===== src/rtl/hsv2rgb_pkg.sv =====
`default_nettype none
// ----------------------------------------------------------------------------
// HSV to RGB package
// Shared constants: default parameter values, hue sector codes and the
// number of quotient bits resolved per stage of the constant divider.
// ----------------------------------------------------------------------------
package hsv2rgb_pkg;

    localparam int CHANNEL_BITS_DEF  = 8;
    localparam int HUE_FRAC_BITS_DEF = 4;

    // Whole degrees need nine bits to reach a full turn of 360.
    localparam int HUE_INT_BITS   = 9;
    localparam int DEG_PER_SECTOR = 60;
    localparam int DEG_FULL_TURN  = 360;

    localparam int SEC_W = 3;

    localparam logic [SEC_W-1:0] SEC_R_TO_Y = 3'd0;
    localparam logic [SEC_W-1:0] SEC_Y_TO_G = 3'd1;
    localparam logic [SEC_W-1:0] SEC_G_TO_C = 3'd2;
    localparam logic [SEC_W-1:0] SEC_C_TO_B = 3'd3;
    localparam logic [SEC_W-1:0] SEC_B_TO_M = 3'd4;
    localparam logic [SEC_W-1:0] SEC_M_TO_R = 3'd5;

    // Quotient bits resolved in each register stage of the divider.
    localparam int DIV_STEPS_PER_STAGE = 2;

endpackage
`default_nettype wire


===== src/rtl/hsv2rgb_cdiv.sv =====
`default_nettype none
// ----------------------------------------------------------------------------
// HSV to RGB constant divider
// Three-lane pipelined restoring division by constant divisors. Lane a
// divides by DEN_A, lanes b and c by DEN_B. Each stage resolves a fixed
// number of quotient bits; a sideband vector and a valid bit travel along.
// ----------------------------------------------------------------------------
module hsv2rgb_cdiv #(
    parameter int              NUM_W  = 34,
    parameter int              Q_W    = 8,
    parameter longint unsigned DEN_A  = 255,
    parameter longint unsigned DEN_B  = 244800,
    parameter int              SIDE_W = 12
) (
    input  wire logic              i_clk,
    input  wire logic              i_rst_n,
    input  wire logic              i_vld,
    input  wire logic [NUM_W-1:0]  i_num_a,
    input  wire logic [NUM_W-1:0]  i_num_b,
    input  wire logic [NUM_W-1:0]  i_num_c,
    input  wire logic [SIDE_W-1:0] i_side,
    output logic                   o_vld,
    output logic [Q_W-1:0]         o_quo_a,
    output logic [Q_W-1:0]         o_quo_b,
    output logic [Q_W-1:0]         o_quo_c,
    output logic [SIDE_W-1:0]      o_side
);
    import hsv2rgb_pkg::*;

    localparam int N_STG = (Q_W + DIV_STEPS_PER_STAGE - 1) / DIV_STEPS_PER_STAGE;
    localparam logic [NUM_W-1:0] DEN_A_W = NUM_W'(DEN_A);
    localparam logic [NUM_W-1:0] DEN_B_W = NUM_W'(DEN_B);

    logic [NUM_W-1:0]  src_rem [0:N_STG-1][0:2];
    logic [Q_W-1:0]    src_quo [0:N_STG-1][0:2];
    logic [SIDE_W-1:0] src_side [0:N_STG-1];
    logic              src_vld [0:N_STG-1];

    logic [NUM_W-1:0]  n_rem [0:N_STG-1][0:2];
    logic [Q_W-1:0]    n_quo [0:N_STG-1][0:2];

    logic [NUM_W-1:0]  r_rem [0:N_STG-1][0:2];
    logic [Q_W-1:0]    r_quo [0:N_STG-1][0:2];
    logic [SIDE_W-1:0] r_side [0:N_STG-1];
    logic              r_vld [0:N_STG-1];

    genvar k;
    generate
        for (k = 0; k < N_STG; k++) begin : g_stg
            if (k == 0) begin : g_first
                assign src_rem[k][0] = i_num_a;
                assign src_rem[k][1] = i_num_b;
                assign src_rem[k][2] = i_num_c;
                assign src_quo[k][0] = '0;
                assign src_quo[k][1] = '0;
                assign src_quo[k][2] = '0;
                assign src_side[k]   = i_side;
                assign src_vld[k]    = i_vld;
            end else begin : g_next
                assign src_rem[k][0] = r_rem[k-1][0];
                assign src_rem[k][1] = r_rem[k-1][1];
                assign src_rem[k][2] = r_rem[k-1][2];
                assign src_quo[k][0] = r_quo[k-1][0];
                assign src_quo[k][1] = r_quo[k-1][1];
                assign src_quo[k][2] = r_quo[k-1][2];
                assign src_side[k]   = r_side[k-1];
                assign src_vld[k]    = r_vld[k-1];
            end

            always_comb begin
                logic [NUM_W-1:0] rem;
                logic [NUM_W-1:0] den;
                logic [Q_W-1:0]   quo;
                int               idx;
                for (int l = 0; l < 3; l++) begin
                    rem = src_rem[k][l];
                    quo = src_quo[k][l];
                    den = (l == 0) ? DEN_A_W : DEN_B_W;
                    for (int j = 0; j < DIV_STEPS_PER_STAGE; j++) begin
                        idx = Q_W - 1 - (k * DIV_STEPS_PER_STAGE + j);
                        if (idx >= 0) begin
                            if (rem >= (den << idx)) begin
                                rem      = rem - (den << idx);
                                quo[idx] = 1'b1;
                            end
                        end
                    end
                    n_rem[k][l] = rem;
                    n_quo[k][l] = quo;
                end
            end

            always_ff @(posedge i_clk) begin
                if (!i_rst_n) begin
                    r_vld[k] <= 1'b0;
                end else begin
                    r_vld[k] <= src_vld[k];
                end
                r_side[k] <= src_side[k];
                for (int l = 0; l < 3; l++) begin
                    r_rem[k][l] <= n_rem[k][l];
                    r_quo[k][l] <= n_quo[k][l];
                end
            end
        end
    endgenerate

    assign o_vld   = r_vld[N_STG-1];
    assign o_quo_a = r_quo[N_STG-1][0];
    assign o_quo_b = r_quo[N_STG-1][1];
    assign o_quo_c = r_quo[N_STG-1][2];
    assign o_side  = r_side[N_STG-1];

endmodule
`default_nettype wire


===== src/rtl/hsv_to_rgb_converter_core.sv =====
`default_nettype none
// ----------------------------------------------------------------------------
// HSV to RGB converter core
// Fixed-point HSV to RGB conversion. Hue is in 1/2^HUE_FRAC_BITS degree
// units, channels are fractions of 2^CHANNEL_BITS - 1, and each level is
// rounded to nearest with ties up.
//
//   Channel | Ports                                   | Beat marker
//   --------+-----------------------------------------+--------------------
//   In      | i_hue, i_saturation, i_brightness       | start high, busy low
//   Out     | o_red, o_green, o_blue                  | o_valid, one cycle
//
// A new beat is taken every cycle; busy is always low. Each beat passes
// through three stages of sector split and products, the divider pipeline
// that resolves two quotient bits per stage, and the output register. Reset
// clears only the valid bits. The receiver cannot stall, so nothing is ever
// held.
// ----------------------------------------------------------------------------
module hsv_to_rgb_converter_core #(
    parameter int CHANNEL_BITS  = hsv2rgb_pkg::CHANNEL_BITS_DEF,
    parameter int HUE_FRAC_BITS = hsv2rgb_pkg::HUE_FRAC_BITS_DEF
) (
    input  wire logic                                        i_clk,
    input  wire logic                                        i_rst_n,
    input  wire logic                                        start,
    output logic                                             busy,
    input  wire logic [hsv2rgb_pkg::HUE_INT_BITS+HUE_FRAC_BITS-1:0] i_hue,
    input  wire logic [CHANNEL_BITS-1:0]                     i_saturation,
    input  wire logic [CHANNEL_BITS-1:0]                     i_brightness,
    output logic                                             o_valid,
    output logic [CHANNEL_BITS-1:0]                          o_red,
    output logic [CHANNEL_BITS-1:0]                          o_green,
    output logic [CHANNEL_BITS-1:0]                          o_blue
);
    import hsv2rgb_pkg::*;

    localparam int              CB        = CHANNEL_BITS;
    localparam int              HUE_W     = HUE_INT_BITS + HUE_FRAC_BITS;
    localparam int              SEC_UNITS = DEG_PER_SECTOR << HUE_FRAC_BITS;
    localparam int              FULL_TURN = DEG_FULL_TURN << HUE_FRAC_BITS;
    localparam int              F_W       = $clog2(SEC_UNITS + 1);
    localparam int              SF_W      = CB + F_W;
    localparam longint unsigned CH_MAX    = (longint'(1) << CB) - 1;
    localparam longint unsigned BIG       = CH_MAX * longint'(SEC_UNITS);
    localparam int              BIG_W     = $clog2(BIG + 1);
    localparam int              NUM_W     = CB + BIG_W;
    localparam int              SIDE_W    = 1 + SEC_W + CB;

    logic accept;

    // Stage 1: hue of a full turn or more forced to zero, sector and fraction.
    logic [HUE_W-1:0] hue_w;
    logic [SEC_W-1:0] n1_sec;
    logic [HUE_W-1:0] sec_base;
    logic [F_W-1:0]   n1_f;

    logic             r1_vld;
    logic [SEC_W-1:0] r1_sec;
    logic [F_W-1:0]   r1_f;
    logic [CB-1:0]    r1_s;
    logic [CB-1:0]    r1_v;
    logic             r1_grey;

    // Stage 2: first products.
    logic             r2_vld;
    logic [SEC_W-1:0] r2_sec;
    logic [CB-1:0]    r2_v;
    logic             r2_grey;
    logic [SF_W-1:0]  r2_sf;
    logic [SF_W-1:0]  r2_sdf;
    logic [NUM_W-1:0] r2_nump;

    // Stage 3: rounded numerators.
    logic             r3_vld;
    logic [SIDE_W-1:0] r3_side;
    logic [NUM_W-1:0] r3_nump;
    logic [NUM_W-1:0] r3_numq;
    logic [NUM_W-1:0] r3_numt;

    // Divider outputs.
    logic              d_vld;
    logic [CB-1:0]     d_p;
    logic [CB-1:0]     d_q;
    logic [CB-1:0]     d_t;
    logic [SIDE_W-1:0] d_side;
    logic              d_grey;
    logic [SEC_W-1:0]  d_sec;
    logic [CB-1:0]     d_v;

    logic [CB-1:0] n_red;
    logic [CB-1:0] n_green;
    logic [CB-1:0] n_blue;
    logic          r_valid;
    logic [CB-1:0] r_red;
    logic [CB-1:0] r_green;
    logic [CB-1:0] r_blue;

    assign busy   = 1'b0;
    assign accept = start && !busy;

    always_comb begin
        hue_w = (i_hue >= HUE_W'(FULL_TURN)) ? '0 : i_hue;
        if (hue_w >= HUE_W'(5 * SEC_UNITS)) begin
            n1_sec   = SEC_M_TO_R;
            sec_base = HUE_W'(5 * SEC_UNITS);
        end else if (hue_w >= HUE_W'(4 * SEC_UNITS)) begin
            n1_sec   = SEC_B_TO_M;
            sec_base = HUE_W'(4 * SEC_UNITS);
        end else if (hue_w >= HUE_W'(3 * SEC_UNITS)) begin
            n1_sec   = SEC_C_TO_B;
            sec_base = HUE_W'(3 * SEC_UNITS);
        end else if (hue_w >= HUE_W'(2 * SEC_UNITS)) begin
            n1_sec   = SEC_G_TO_C;
            sec_base = HUE_W'(2 * SEC_UNITS);
        end else if (hue_w >= HUE_W'(SEC_UNITS)) begin
            n1_sec   = SEC_Y_TO_G;
            sec_base = HUE_W'(SEC_UNITS);
        end else begin
            n1_sec   = SEC_R_TO_Y;
            sec_base = '0;
        end
        n1_f = F_W'(hue_w - sec_base);
    end

    always_ff @(posedge i_clk) begin
        if (!i_rst_n) begin
            r1_vld <= 1'b0;
            r2_vld <= 1'b0;
            r3_vld <= 1'b0;
        end else begin
            r1_vld <= accept;
            r2_vld <= r1_vld;
            r3_vld <= r2_vld;
        end

        r1_sec  <= n1_sec;
        r1_f    <= n1_f;
        r1_s    <= i_saturation;
        r1_v    <= i_brightness;
        r1_grey <= (i_saturation == '0);

        r2_sec  <= r1_sec;
        r2_v    <= r1_v;
        r2_grey <= r1_grey;
        r2_sf   <= SF_W'(r1_s) * SF_W'(r1_f);
        r2_sdf  <= SF_W'(r1_s) * SF_W'(F_W'(SEC_UNITS) - r1_f);
        r2_nump <= NUM_W'(r1_v) * NUM_W'(CB'(CH_MAX) - r1_s) + NUM_W'(CH_MAX / 2);

        r3_side <= {r2_grey, r2_sec, r2_v};
        r3_nump <= r2_nump;
        r3_numq <= NUM_W'(r2_v) * (NUM_W'(BIG) - NUM_W'(r2_sf)) + NUM_W'(BIG / 2);
        r3_numt <= NUM_W'(r2_v) * (NUM_W'(BIG) - NUM_W'(r2_sdf)) + NUM_W'(BIG / 2);
    end

    hsv2rgb_cdiv #(
        .NUM_W  (NUM_W),
        .Q_W    (CB),
        .DEN_A  (CH_MAX),
        .DEN_B  (BIG),
        .SIDE_W (SIDE_W)
    ) u_cdiv (
        .i_clk   (i_clk),
        .i_rst_n (i_rst_n),
        .i_vld   (r3_vld),
        .i_num_a (r3_nump),
        .i_num_b (r3_numq),
        .i_num_c (r3_numt),
        .i_side  (r3_side),
        .o_vld   (d_vld),
        .o_quo_a (d_p),
        .o_quo_b (d_q),
        .o_quo_c (d_t),
        .o_side  (d_side)
    );

    assign {d_grey, d_sec, d_v} = d_side;

    always_comb begin
        if (d_grey) begin
            n_red   = d_v;
            n_green = d_v;
            n_blue  = d_v;
        end else begin
            case (d_sec)
                SEC_R_TO_Y: begin
                    n_red = d_v; n_green = d_t; n_blue = d_p;
                end
                SEC_Y_TO_G: begin
                    n_red = d_q; n_green = d_v; n_blue = d_p;
                end
                SEC_G_TO_C: begin
                    n_red = d_p; n_green = d_v; n_blue = d_t;
                end
                SEC_C_TO_B: begin
                    n_red = d_p; n_green = d_q; n_blue = d_v;
                end
                SEC_B_TO_M: begin
                    n_red = d_t; n_green = d_p; n_blue = d_v;
                end
                default: begin
                    n_red = d_v; n_green = d_p; n_blue = d_q;
                end
            endcase
        end
    end

    always_ff @(posedge i_clk) begin
        if (!i_rst_n) begin
            r_valid <= 1'b0;
        end else begin
            r_valid <= d_vld;
        end
        r_red   <= n_red;
        r_green <= n_green;
        r_blue  <= n_blue;
    end

    assign o_valid = r_valid;
    assign o_red   = r_red;
    assign o_green = r_green;
    assign o_blue  = r_blue;

endmodule
`default_nettype wire

===== config.mk =====
export PLATFORM = sky130hd
export DESIGN_NAME = hsv_to_rgb_converter_core
export DESIGN_NICKNAME = d
export VERILOG_FILES = /design/src/rtl/hsv2rgb_pkg.sv /design/src/rtl/hsv2rgb_cdiv.sv /design/src/rtl/hsv_to_rgb_converter_core.sv
export SDC_FILE = /design/constraint.sdc
export NUM_CORES = 2
export LEC_CHECK = 0
export BUFFER_PORTS_ARGS = -buffer_cell sky130_fd_sc_hd__buf_4
export CAP_MARGIN = 20
export CORE_MARGIN = 4
export CORE_UTILIZATION = 59
export DETAILED_ROUTE_END_ITERATION = 10
export GPL_ROUTABILITY_DRIVEN = 0
export PLACE_DENSITY = 0.85
export SLEW_MARGIN = 20
export SYNTH_ARGS = -nofsm -noshare
export SYNTH_HDL_FRONTEND = slang
export SYNTH_SLANG_ARGS = --single-unit

===== constraint.sdc =====
create_clock -name i_clk -period 7.4 [get_ports i_clk]
set_clock_uncertainty 0.2 [all_clocks]
set_input_delay 0.74 -clock i_clk [delete_from_list [all_inputs] [get_ports i_clk]]
set_output_delay 0.74 -clock i_clk [all_outputs]
set_load 0.01 [all_outputs]

After elaboration in Yosys (flattened, before gate mapping)
Memory sizes are Yosys's and may differ from the RTL's. A register that Yosys moved wholly into a read port is not among the register bits. Index checks and enable logic that the tools add are counted.

Multiplexer cells: 70. $mul: 5. Add/subtract/negate cells: 32. Equal/unequal tests: 4. $lt $le $gt $ge: 30. Bitwise operators: 4. Reductions and logical operators: 8.

Operators with widths (count): two-way mux 26 bit (24); one-hot mux 8 bit (3 select lines) (3); adder 26 x 17 -> 26 bit, second input constant (2); >= comparator 26 x 18 -> 1 bit, second input constant (2); >= comparator 26 x 19 -> 1 bit, second input constant (2); >= comparator 26 x 20 -> 1 bit, second input constant (2); >= comparator 26 x 21 -> 1 bit, second input constant (2); >= comparator 26 x 22 -> 1 bit, second input constant (2); >= comparator 26 x 23 -> 1 bit, second input constant (2); >= comparator 26 x 24 -> 1 bit, second input constant (2); >= comparator 26 x 25 -> 1 bit, second input constant (2); multiplier 9 x 19 -> 26 bit (2); subtractor 26 x 18 -> 26 bit, second input constant (2); subtractor 26 x 19 -> 26 bit, second input constant (2); subtractor 26 x 20 -> 26 bit, second input constant (2); subtractor 26 x 21 -> 26 bit, second input constant (2); subtractor 26 x 22 -> 26 bit, second input constant (2); subtractor 26 x 23 -> 26 bit, second input constant (2); subtractor 26 x 24 -> 26 bit, second input constant (2); subtractor 26 x 25 -> 26 bit, second input constant (2); two-way mux 10 bit (5); subtractor 18 x 18 -> 19 bit, first input constant (2); two-way mux 1 bit (32); >= comparator 13 x 12 -> 1 bit, second input constant (2); other kinds (37) (49).

Memory bits (writable): 460. Memories kept: 4. Input bits: 32. Flip-flop bits (word level): 207. Output and inout port bits: 26.

Memories: u_cdiv.r_rem (depth 4, bits a word 78, read ports 3, clocked after Yosys merged registers in 0, wr ports 4, RTL line hsv2rgb_cdiv.sv:42) `logic [NUM_W-1:0] r_rem [0:N_STG-1][0:2];`; u_cdiv.r_quo (depth 4, bits a word 24, read ports 4, clocked after Yosys merged registers in 0, wr ports 4, RTL line hsv2rgb_cdiv.sv:43) `logic [Q_W-1:0] r_quo [0:N_STG-1][0:2];`; u_cdiv.r_side (depth 4, bits a word 12, read ports 4, clocked after Yosys merged registers in 0, wr ports 4, RTL line hsv2rgb_cdiv.sv:44) `logic [SIDE_W-1:0] r_side [0:N_STG-1];`; u_cdiv.r_vld (depth 4, bits a word 1, read ports 4, clocked after Yosys merged registers in 1, wr ports 4, RTL line hsv2rgb_cdiv.sv:45) `logic r_vld [0:N_STG-1];`.

Logic depth before layout (Yosys ltp)
Depth in word-level cells: 9. Gate-level depth with buffers: 27.

Cells and area by module
A second synthesis with hierarchy kept.

Cell total of the unflattened synthesis: 4552. Area total of the unflattened synthesis: 41227.0 um2.

Modules (own cells, without submodules): hsv_to_rgb_converter_core (cells an instance 2626, instances 1, sequential area each 4083.9 um2, area an instance 24593.6 um2); hsv2rgb_cdiv (cells an instance 1926, instances 1, sequential area each 6686.4 um2, area an instance 16633.5 um2).

Least setup slack after synthesis
OpenSTA, ideal clock, no wires.

Path kind: flip-flop to flip-flop. From: register r2_sdf[2]. To: register r3_numt[25]. Required time: 7082 ps. Period minus slack after synthesis: 6902 ps. Arrival time: 6584 ps. Slack: 498 ps. Cell stages (with the launch flop): 25. Library setup time: 118 ps. Cell sequence: dfxtp_1 > or3_1 > or3b_2 > a21bo_2 > and3_1 > and3_1 > xor2_1 > nand2_1 > fa_1 > inv_1 > fa_1 > fa_1 > fa_1 > inv_1 > fa_1 > inv_1 > ha_1 > and3_1 > a21oi_1 > o21ai_0 > o31a_1 > a21boi_0 > o21ai_0 > o41a_1 > xnor2_1.

Word-level cells in the longest chain between the ends: 3.

Ends and longest elaborated chain: from (decl) (RTL line hsv_to_rgb_converter_core.sv:70) `logic [SF_W-1:0] r2_sdf;`; from (signal assigned) (RTL line hsv_to_rgb_converter_core.sv:146) `r2_sdf <= SF_W'(r1_s) * SF_W'(F_W'(SEC_UNITS) - r1_f);`; subtractor 18 x 18 -> 19 bit (RTL line hsv_to_rgb_converter_core.sv:152) `r3_numt <= NUM_W'(r2_v) * (NUM_W'(BIG) - NUM_W'(r2_sdf)) + NUM_W'(BIG / 2);`; multiplier 9 x 19 -> 26 bit (RTL line hsv_to_rgb_converter_core.sv:152); adder 26 x 17 -> 26 bit (RTL line hsv_to_rgb_converter_core.sv:152); to (signal assigned) (RTL line hsv_to_rgb_converter_core.sv:152); to (decl) (RTL line hsv_to_rgb_converter_core.sv:78) `logic [NUM_W-1:0] r3_numt;`.

Every way passes these cells. A chain may end at the register's enable or synchronous reset.

Final worst setup path
From: register r2_sdf[4]. To: register r3_numt[24].

The elaborated chain is that of the path after synthesis.

==> impl_metrics.py <==
metrics = {
    "route": {
        "via_count": 31100,
        "viasPerCell": 5.65,
        "first_pass_iters": 6,
        "antenna_left": 0,
        "drcViolationCount": 0,
        "drt_iter0_drc": 2529,
        "drt_wl_total_um": 87400,
        "wire_per_inst_um": 15.9,
    },
    "die": {
        "die_y_um": 272,
        "ios": 58,
        "initial_utilization_pct": 59.7,
        "die_area_um2": 73900,
        "core-area_um2": 68800,
        "placementRows": 96,
        "die_w_um": 272,
    },
    "logic_synthesis": {
        "synth_top_area_share_pct": 26.7,
        "avgSynthCellArea_um2": 9.06,
        "synth_top_area_cell": "dfxtp_1",
        "synthFlopType": "dfxtp_1",
        "ys_warn_count": 0,
        "synth.area.top_cells": "dfxtp_1 (27%), fa_1 (20%), ha_1 (8.3%)",
        "synth-async-reset-ratio_pct": 0,
        "yosysSeqAreaShare_pct": 26.7,
        "synth_edf_count": 0,
        "synth_area_um2": 41100,
        "syn_inst": 4534,
        "synth-seq-cells": 547,
        "ys_types": 92,
    },
    "setup_path": {
        "crit_path_max_fanout": 7,
        "crit_arrival_ns": 7.41,
        "r2r_slack_ns": 0.27,
        "endpoint_kind": "flip-flop",
        "cp_slowest_cell": "fa_1",
        "start_kind": "flip-flop",
        "path_common_cell": "fa_1",
        "crit_type": "reg2reg",
        "critical_path_required_ns": 7.67,
        "crit_family": "adder cells",
        "timing.critical_path.buf_inv": 4,
        "slowest_delay_ns": 0.58,
    },
    "cells_and_area": {
        "final_cell_mix": "inv_1 (598), dfxtp_1 (547), fa_1 (403), nand2_1 (401), and2_1 (273)",
        "areaGrowthSynthToFinish_pct": 7.74,
        "final_area_um2": 44300,
        "final_common_cell": "inv_1",
        "n_antenna_cell": 0,
        "drive_gt1_share_pct": 5.74,
        "nNetsFinal": 5231,
        "fillers": 5212,
    },
    "global_routing": {
        "track_usage_pct": 23.7,
        "grt.overflow.total": 0,
        "grt_start_max_net_pins": 35,
        "grt_pass1_vias": 31500,
        "grt_first_pass_wirelength_um": 150000,
        "antenna_found_initial": 1,
    },
    "placed_design": {
        "dpl.hpwl_um": 66400,
        "port_buffers": 56,
        "place_area_um2": 42300,
        "dp_slack_ns": 0.0971,
    },
    "sta": {
        "finalHoldViolCount": 0,
        "max_clock_freq_mhz": 140,
        "setup_ws_ns": 0.269,
        "slew_viol_final": 0,
        "hold_slack_ns": 0.0393,
        "setup_viol": 0,
        "worst_slew_pin_slew_ns": 1.12,
        "period_share_pct": 96.4,
        "max-slew-margin-rel_pct": 25.1,
        "period_needed_ns": 7.13,
    },
    "clocking": {
        "cts_tree": "yes",
        "htree_levels": 2,
        "path_clk_slew_ns": 0.07,
        "worstSkewPairLatency_ns": 0.61,
        "cts_resized": 0,
        "cts_buffer_depth": 3,
        "hold_buffers": 0,
        "cts_buffers": 53,
        "clock-sinks": 547,
        "post_cts_buffers": 0,
        "cts_root_buffer": "clkbuf_16",
    },
    "run_status": {
        "status": "completed",
    },
    "worst_hold_path": {
        "worstHoldPathType": "in2reg",
    },
    "job": {
        "cap_violations": 0,
    },
}
[Yosys cell counts (26+ instances only)]
library cell and count:
and3_1 34, inv_1 598, mux2i_1 61, ha_1 272
nor4_1 55, xor2_1 114, or3_1 35, nor2b_1 61
and2_1 273, clkbuf_1 138, nor2_1 209, o21a_1 26
nor3_1 126, xnor2_1 255, a21oi_1 152, nand2b_1 59
o21ai_0 130, nand4_1 33, dfxtp_1 547, fa_1 403
nand3_1 87, nand2_1 401
[registers in the layout, indices dropped and copies added (netlist names), 3 cells and up]
signal / cells
o_blue: 8
o_green: 8
o_red: 8
r1_f: 10
r1_s: 8
r1_sec: 3
r1_v: 8
r2_nump: 18
r2_sdf: 18
r2_sec: 3
r2_sf: 17
r2_v: 8
r3_nump: 18
r3_numq: 25
r3_numt: 26
r3_side: 12
u_cdiv.r_quo: 60
u_cdiv.r_rem: 231
u_cdiv.r_side: 48
u_cdiv.r_vld: 4
[metrics by stage]
stage	util (%)	instances	setup TNS (ns)
CTS	64.2	5499	0
global placement	61.5	5400	0
finish	64.3	5499	0
detailed placement	61.5	5400	0
global route	64.3	5499	-0.0282
floorplan	-	4535	0
[final cells by class]
cell class | instances | area, µm² | share of cell area (%)
clock inverter | 35 | 462 | 1.04
clock buffer | 64 | 1410 | 3.18
inverter | 605 | 2270 | 5.13
timing repair buffer | 98 | 736 | 1.66
tap | 931 | 1160 | 2.63
multi-input combinational | 3219 | 27300 | 61.6
sequential | 547 | 11000 | 24.7
[metal layers]
layer / global-route usage (%) / part of all wire, %
met5: 0 / 0
met4: 7.62 / 3.0
met3: 3.07 / 5.9
met2: 41.3 / 49
met1: 30.8 / 42
[kinds of logic (layout without fill, tap and decap cells)]
group	count (synthesis)	count (layout)	share of synthesized area (%)
DFF	547	547	26.7
buffers and inverters	769	802	7.12
other	1	2	0.00913
and+or+nand+nor	1490	1490	18.9
AOI/OAI and AO/OA	612	612	9.82
muxes	70	70	1.73
adders and majority gates	676	676	27.9
xor gates and xnor gates	369	369	7.87
[worst paths after layout]
check / start / endpoint / depth (start not counted)
max reg2reg: r2_sdf[4] / r3_numt[24] / 25
min reg2reg: u_cdiv.r_side[1][5] / u_cdiv.r_side[2][5] / 0
min: i_brightness[5] / r1_v[5] / 1
max: r2_sdf[4] / r3_numt[24] / 25
Power is left out: the tool's default activity adds up to more than one toggle a clock period on the data nets, which glitch-free logic cannot reach.
